## config.mk

```make
export PLATFORM = sky130hd
export DESIGN_NAME = serial_step_command_parser
export DESIGN_NICKNAME = d
export VERILOG_FILES = /design/src/sscp_pkg.sv /design/src/serial_step_command_parser.sv
export SDC_FILE = /design/constraint.sdc
export NUM_CORES = 1
export LEC_CHECK = 0
export BUFFER_PORTS_ARGS = -buffer_cell sky130_fd_sc_hd__buf_2
export CORE_ASPECT_RATIO = 0.7
export CORE_MARGIN = 2
export CORE_UTILIZATION = 40
export CTS_CLUSTER_SIZE = 28
export DETAILED_ROUTE_END_ITERATION = 16
export PLACE_DENSITY_LB_ADDON = 0.3
export REMOVE_ABC_BUFFERS = 1
export SLEW_MARGIN = 20
export SYNTH_ARGS = -nofsm -noshare
export SYNTH_HDL_FRONTEND = slang
export SYNTH_SLANG_ARGS = --single-unit
```

## constraint.sdc

```tcl
create_clock -name clk_i -period 10.9 [get_ports clk_i]
set_input_delay 0.545 -clock clk_i [delete_from_list [all_inputs] [get_ports clk_i]]
set_output_delay 0.545 -clock clk_i [all_outputs]
set_load 0.02 [all_outputs]
```

## src/sscp_pkg.sv

```systemverilog
package sscp_pkg;

  typedef logic [1:0] command_t;

  localparam command_t CMD_NONE  = 2'd0;
  localparam command_t CMD_STEP  = 2'd1;
  localparam command_t CMD_ABORT = 2'd2;

  localparam logic [7:0] CH_SEMI  = 8'h3B;
  localparam logic [7:0] CH_COLON = 8'h3A;
  localparam logic [7:0] CH_S     = 8'h53;
  localparam logic [7:0] CH_A     = 8'h41;
  localparam logic [7:0] CH_PLUS  = 8'h2B;
  localparam logic [7:0] CH_MINUS = 8'h2D;
  localparam logic [7:0] CH_ZERO  = 8'h30;
  localparam logic [7:0] CH_NINE  = 8'h39;
  localparam logic [7:0] CH_SPACE = 8'h20;
  localparam logic [7:0] CH_TAB   = 8'h09;
  localparam logic [7:0] CH_CR    = 8'h0D;

  localparam logic [31:0] MAG_CAP = 32'h8000_0000;
  localparam logic [31:0] POS_MAX = 32'h7FFF_FFFF;

endpackage

```

## src/serial_step_command_parser.sv

```systemverilog
// Parses "S:<number>;" step commands and "A;" abort commands from a byte stream, one byte
// per transaction, and gives one result (command, signed saturated step_count) for every ';'.
// A byte is taken in every cycle in which in_stall_o is low; it sits in the input register while
// the parser state is updated, and the result is loaded from there into the output register
// when its ';' is processed. in_stall_o rises only when the byte held in the input register
// is a ';' and the output register still holds a result that the consumer has not taken.
module serial_step_command_parser #(
  parameter int MESSAGE_CAPACITY = 64
) (
  input  logic        clk_i,
  input  logic        rst_ni,
  input  logic        in_valid_i,
  output logic        in_stall_o,
  input  logic [7:0]  rx_byte_i,
  output logic        out_valid_o,
  input  logic        out_stall_i,
  output logic [1:0]  command_o,
  output logic signed [31:0] step_count_o
);

  localparam int LenW = $clog2(MESSAGE_CAPACITY + 1);

  typedef enum logic [2:0] {
    HDR_START,
    HDR_GOT_S,
    HDR_GOT_A,
    HDR_NUMBER,
    HDR_BAD
  } hdr_e;

  typedef enum logic [1:0] {
    PH_SKIP,
    PH_DIGITS,
    PH_DONE
  } phase_e;

  logic            b_vld_q;
  logic [7:0]      byte_q;
  logic            o_vld_q;
  sscp_pkg::command_t cmd_q, cmd_d;
  logic [31:0]     cnt_q, cnt_d;

  logic [LenW-1:0] len_q, len_d, len_eff;
  hdr_e            hdr_q, hdr_d, hdr_eff;
  phase_e          phase_q, phase_d, phase_eff;
  logic            neg_q, neg_d, neg_eff;
  logic [31:0]     mag_q, mag_d, mag_eff;

  logic            out_load;
  logic            is_end;
  logic            proc;
  logic            restart;
  logic            is_digit;
  logic            is_blank;
  logic [35:0]     mag_next;
  logic [31:0]     mag_acc;

  assign out_load   = !o_vld_q || !out_stall_i;
  assign is_end     = (byte_q == sscp_pkg::CH_SEMI);
  assign proc       = b_vld_q && (!is_end || out_load);
  assign in_stall_o = b_vld_q && !proc;

  assign out_valid_o  = o_vld_q;
  assign command_o    = cmd_q;
  assign step_count_o = cnt_q;

  assign restart   = (len_q >= LenW'(MESSAGE_CAPACITY));
  assign len_eff   = restart ? '0 : len_q;
  assign hdr_eff   = restart ? HDR_START : hdr_q;
  assign phase_eff = restart ? PH_SKIP : phase_q;
  assign neg_eff   = restart ? 1'b0 : neg_q;
  assign mag_eff   = restart ? '0 : mag_q;

  assign is_digit = (byte_q >= sscp_pkg::CH_ZERO) && (byte_q <= sscp_pkg::CH_NINE);
  assign is_blank = (byte_q == sscp_pkg::CH_SPACE) ||
                    ((byte_q >= sscp_pkg::CH_TAB) && (byte_q <= sscp_pkg::CH_CR));

  // mag * 10 + digit, clamped to 2^31
  assign mag_next = {mag_eff, 3'b000} + {2'b00, mag_eff, 1'b0}
                  + {32'd0, byte_q[3:0] - sscp_pkg::CH_ZERO[3:0]};
  assign mag_acc  = (mag_next > {4'd0, sscp_pkg::MAG_CAP}) ? sscp_pkg::MAG_CAP
                                                            : mag_next[31:0];

  always_comb begin
    len_d   = len_eff + LenW'(1);
    hdr_d   = hdr_eff;
    phase_d = phase_eff;
    neg_d   = neg_eff;
    mag_d   = mag_eff;
    cmd_d   = sscp_pkg::CMD_NONE;
    cnt_d   = '0;
    if (is_end) begin
      if (hdr_eff == HDR_NUMBER) begin
        cmd_d = sscp_pkg::CMD_STEP;
        if (neg_eff) begin
          cnt_d = 32'd0 - mag_eff;
        end else begin
          cnt_d = (mag_eff > sscp_pkg::POS_MAX) ? sscp_pkg::POS_MAX : mag_eff;
        end
      end else if (hdr_eff == HDR_GOT_A) begin
        cmd_d = sscp_pkg::CMD_ABORT;
      end
      len_d   = '0;
      hdr_d   = HDR_START;
      phase_d = PH_SKIP;
      neg_d   = 1'b0;
      mag_d   = '0;
    end else begin
      case (hdr_eff)
        HDR_START: begin
          if (byte_q == sscp_pkg::CH_S) begin
            hdr_d = HDR_GOT_S;
          end else if (byte_q == sscp_pkg::CH_A) begin
            hdr_d = HDR_GOT_A;
          end else begin
            hdr_d = HDR_BAD;
          end
        end
        HDR_GOT_S: hdr_d = (byte_q == sscp_pkg::CH_COLON) ? HDR_NUMBER : HDR_BAD;
        HDR_NUMBER: begin
          case (phase_eff)
            PH_SKIP: begin
              if (!is_blank) begin
                if ((byte_q == sscp_pkg::CH_PLUS) || (byte_q == sscp_pkg::CH_MINUS)) begin
                  neg_d   = (byte_q == sscp_pkg::CH_MINUS);
                  phase_d = PH_DIGITS;
                end else if (is_digit) begin
                  mag_d   = mag_acc;
                  phase_d = PH_DIGITS;
                end else begin
                  phase_d = PH_DONE;
                end
              end
            end
            PH_DIGITS: begin
              if (is_digit) begin
                mag_d = mag_acc;
              end else begin
                phase_d = PH_DONE;
              end
            end
            default: phase_d = phase_eff;
          endcase
        end
        default: hdr_d = HDR_BAD;
      endcase
    end
  end

  always_ff @(posedge clk_i or negedge rst_ni) begin
    if (!rst_ni) begin
      b_vld_q <= 1'b0;
      o_vld_q <= 1'b0;
      cmd_q   <= sscp_pkg::CMD_NONE;
      cnt_q   <= '0;
      len_q   <= '0;
      hdr_q   <= HDR_START;
      phase_q <= PH_SKIP;
      neg_q   <= 1'b0;
      mag_q   <= '0;
    end else begin
      // input register refills whenever it is empty or drains this cycle
      if (!b_vld_q || proc) begin
        b_vld_q <= in_valid_i;
      end
      if (out_load) begin
        o_vld_q <= proc && is_end;
      end
      if (proc && is_end) begin
        cmd_q <= cmd_d;
        cnt_q <= cnt_d;
      end
      if (proc) begin
        len_q   <= len_d;
        hdr_q   <= hdr_d;
        phase_q <= phase_d;
        neg_q   <= neg_d;
        mag_q   <= mag_d;
      end
    end
  end

  always_ff @(posedge clk_i) begin
    if (!in_stall_o) begin
      byte_q <= rx_byte_i;
    end
  end

  a_len_bound: assert property (@(posedge clk_i) disable iff (!rst_ni)
    len_q <= LenW'(MESSAGE_CAPACITY))
    else $error("message length beyond capacity");

  a_end_restarts: assert property (@(posedge clk_i) disable iff (!rst_ni)
    proc && is_end |=> (hdr_q == HDR_START) && (len_q == '0) && (mag_q == '0))
    else $error("message not restarted after terminator");

  a_phase_idle: assert property (@(posedge clk_i) disable iff (!rst_ni)
    hdr_q != HDR_NUMBER |-> phase_q == PH_SKIP)
    else $error("number phase advanced outside step number");

  a_count_zero: assert property (@(posedge clk_i) disable iff (!rst_ni)
    out_valid_o && (command_o != sscp_pkg::CMD_STEP) |-> step_count_o == 32'sd0)
    else $error("nonzero count on non-step result");

  a_cmd_code: assert property (@(posedge clk_i) disable iff (!rst_ni)
    out_valid_o |-> (command_o == sscp_pkg::CMD_NONE) || (command_o == sscp_pkg::CMD_STEP) ||
                    (command_o == sscp_pkg::CMD_ABORT))
    else $error("undefined command code");

  a_result_load: assert property (@(posedge clk_i) disable iff (!rst_ni)
    proc && is_end |=> out_valid_o)
    else $error("terminator produced no result");

endmodule
```

==> out/results.ini <==
[status]
status = finished clean

[synth]
synth_area_leaders = dfrtp_1 (26%), ha_1 (11%), a21oi_1 (5.0%)
synth_warnings = 0
async_reset_ff_frac = 0.910
netlist.area_leader.share = 0.265
synth_top_family_by_area = compound AO/OA/AOI/OAI gates
synth-edff-count = 8
synth-seq-cells = 89
syn_area_um2 = 7660
synthAdderAreaFrac = 0.113
synth_area_per_cell_um2 = 8.25
syn-instance-count = 929
synth_top_cell_by_area = dfrtp_1
synth_ff_type = dfrtp_1
synth-compound-area-share = 0.288
synthMuxAreaShare = 0.00408
synth_xor_area_frac = 0.0309
seq_area_frac_synth = 0.296
yosysUniqueCellTypes = 77
yosys.area_share.simple = 0.225

[worst_setup_path]
cp_num_buf_inv = 3
start_kind = flip-flop
slowest_stage = a211oi_4
path_cells = buf_4, inv_1, nand2_1, inv_1, ha_1, ha_1, nand2_1, nor3_1, a21boi_1, o211ai_1, a41oi_1, xor2_1, a211oi_2, nand4_2, a211oi_4, a22o_1
ff2ff_path_depth = 16
path_delay_family = compound AO/OA/AOI/OAI gates
critical-path-max-stage-delay_ps = 960
r2r_start = len_q[6]$_DFFE_PN0P_
critical_path_required_ps = 11190
rr_endpoint = mag_q[22]$_DFFE_PN0P_
worstPathArrival_ps = 6530
critical_path_class = flip-flop to flip-flop
regToRegSetupSlack_ps = 4650
critical_path.max_fanout = 51
end_kind = flip-flop

[sta]
setup_tns_ps = 0
skew_ps = 16.2
fin_crit_sh = 0.573
max_freq_mhz = 160
setup_slack_ps = 4650
slew_headroom = 0.292
hold_viol_final = 0
setup_viol = 0
period_minus_slack_ps = 6250
drv_slew = 0
rsz0062_at_grt = false
worst_slew_pin_slew_ps = 1060

[drt]
routed_wl_mm = 24.9
drc = 0
viasPerCell = 6.30
ant_nets = 0
drt-initial-drc-count = 965
post_drt_wl_per_cell_um = 20.8
dr_total_vias = 7552
drtPass1Iterations = 7

[clock_network]
numCtsBuffers = 9
cts_tree = done
postCtsHoldBufs = 0
clkTransAtPathRegs_ps = 80
cts_root_buffer = clkbuf_16
insertion_delay_ps = 360
htreeDepth = 3
cts_sinks = 89
cts_setup_buffers = 0
cts.path.max_buffers = 2
cts_resized = 0

[floorplan]
num_io_pins = 48
die_h_um = 120
dieWidth_um = 169
initial_core_util = 0.407
die_area_um2 = 20300
rows = 42
coreArea_um2 = 18800

[worst_hold_path]
hp-class = input port to asynchronous set/reset pin

[final_layout]
final_design_area_no_fill_um2 = 8420
mostFrequentLayoutCells = nand2_1 (81), dfrtp_1 (80), a21oi_1 (77)
area_growth_pct = 9.90
final_common_cell = nand2_1
diodes = 0
drive_above_1_share = 0.110
nets = 1031

[placement]
port_buffers = 47
place_congestion = 0.989
hpwlAfterDp_mm = 19.0
placed_area_um2 = 8100
pre_cts_slack_ps = 4900

[grt]
grt_pass1_wl_mm = 39.3
grt_max_degree = 54
overflow = 0
grt_util_all_layers = 0.248
grt_pass1_vias = 6834
antenna_found_initial = 0

[power]
leakagePower_nw = 3.98
irDropWorstVdd_mv = 0.0714
powerDensity_nw_per_um2 = 92.7
power_mw = 0.780

[job]
max-cap-violations = 0

sequential cells by signal, summed over array words and instances, names as in the netlist:
| signal | flops |
|---|---|
| len_q | 7 |
| mag_q | 32 |
| command_o | 2 |
| step_count_o | 32 |
| phase_q | 2 |
| byte_q | 8 |
| out_valid_o | 1 |
| neg_q | 1 |
| hdr_q | 3 |
| b_vld_q | 1 |
Yosys cell counts, drive strengths merged (9+ instances only):
library cell	instances
a22o	35
a21oi	81
nor3	34
buf	9
a211oi	10
nand3	29
o21a	10
nor4	12
clkbuf	37
o21ai	78
nand2	81
nor2	74
a21o	16
nor2b	32
nand4	17
xnor2	19
a31oi	13
dfrtp	81
ha	66
inv	35
metal layers:
layer,GRT usage,vias to the layer above,share of wire
li1,-,3538,-
met1,0.409,3594,0.50
met2,0.324,395,0.39
met3,0.0524,25,0.10
met4,0.0433,0,0.011
met5,0,-,0
per-stage QoR:
step,std cells,hold WS (ps),utilization
floorplan,883,249,-
detailed placement,1182,452,0.430
CTS,1198,114,0.447
finish,1198,102,0.447
global placement,1182,447,0.430
global route,1198,127,0.447
report_power, final:
group	internal, mW	switching [mW]
registers	0.345	0.0120
logic	0.0285	0.0534
clock network	0.202	0.140
total	0.575	0.205
cell families (layout without fill, tap and decap cells):
family / Yosys count / in the layout
mux: 3 / 3
buf+inv: 81 / 108
xor+xnor: 27 / 27
flops: 89 / 89
fa+ha+maj: 68 / 68
simple gates: 335 / 335
compound gates: 326 / 326
worst max path at each step:
| stage | from | endpoint | slack (ps) | cells after the start |
|---|---|---|---|---|
| floorplan | len_q[6]$_DFFE_PN0P_ | mag_q[0]$_DFFE_PN0P_ | 5600 | 15 |
| global placement | len_q[6]$_DFFE_PN0P_ | mag_q[27]$_DFFE_PN0P_ | 4970 | 16 |
| detailed placement | len_q[6]$_DFFE_PN0P_ | mag_q[18]$_DFFE_PN0P_ | 4900 | 16 |
| CTS | len_q[6]$_DFFE_PN0P_ | mag_q[18]$_DFFE_PN0P_ | 4890 | 16 |
| global route | len_q[6]$_DFFE_PN0P_ | mag_q[10]$_DFFE_PN0P_ | 4240 | 16 |
| finish | len_q[6]$_DFFE_PN0P_ | mag_q[22]$_DFFE_PN0P_ | 4650 | 16 |
worst register-to-register path: stages, from the launching register on:
cell and delay, ps:
dfrtp_2 670, buf_4 560, inv_1 470, nand2_1 180, inv_1 150, ha_1 310, ha_1 570, nand2_1 150
nor3_1 220, a21boi_1 330, o211ai_1 190, a41oi_1 290, xor2_1 230, a211oi_2 370, nand4_2 290, a211oi_4 960
a22o_1 250
area by class of cell:
| class | count | area [um2] |
|---|---|---|
| clock buffer | 10 | 229 |
| clock inverter | 6 | 91.3 |
| fill | 1879 | 10400 |
| inverter | 35 | 131 |
| multi-input combinational | 759 | 5080 |
| sequential | 89 | 2270 |
| tap | 242 | 303 |
| timing repair buffer | 57 | 313 |
Note: power is estimated with default switching activity, not from simulation.
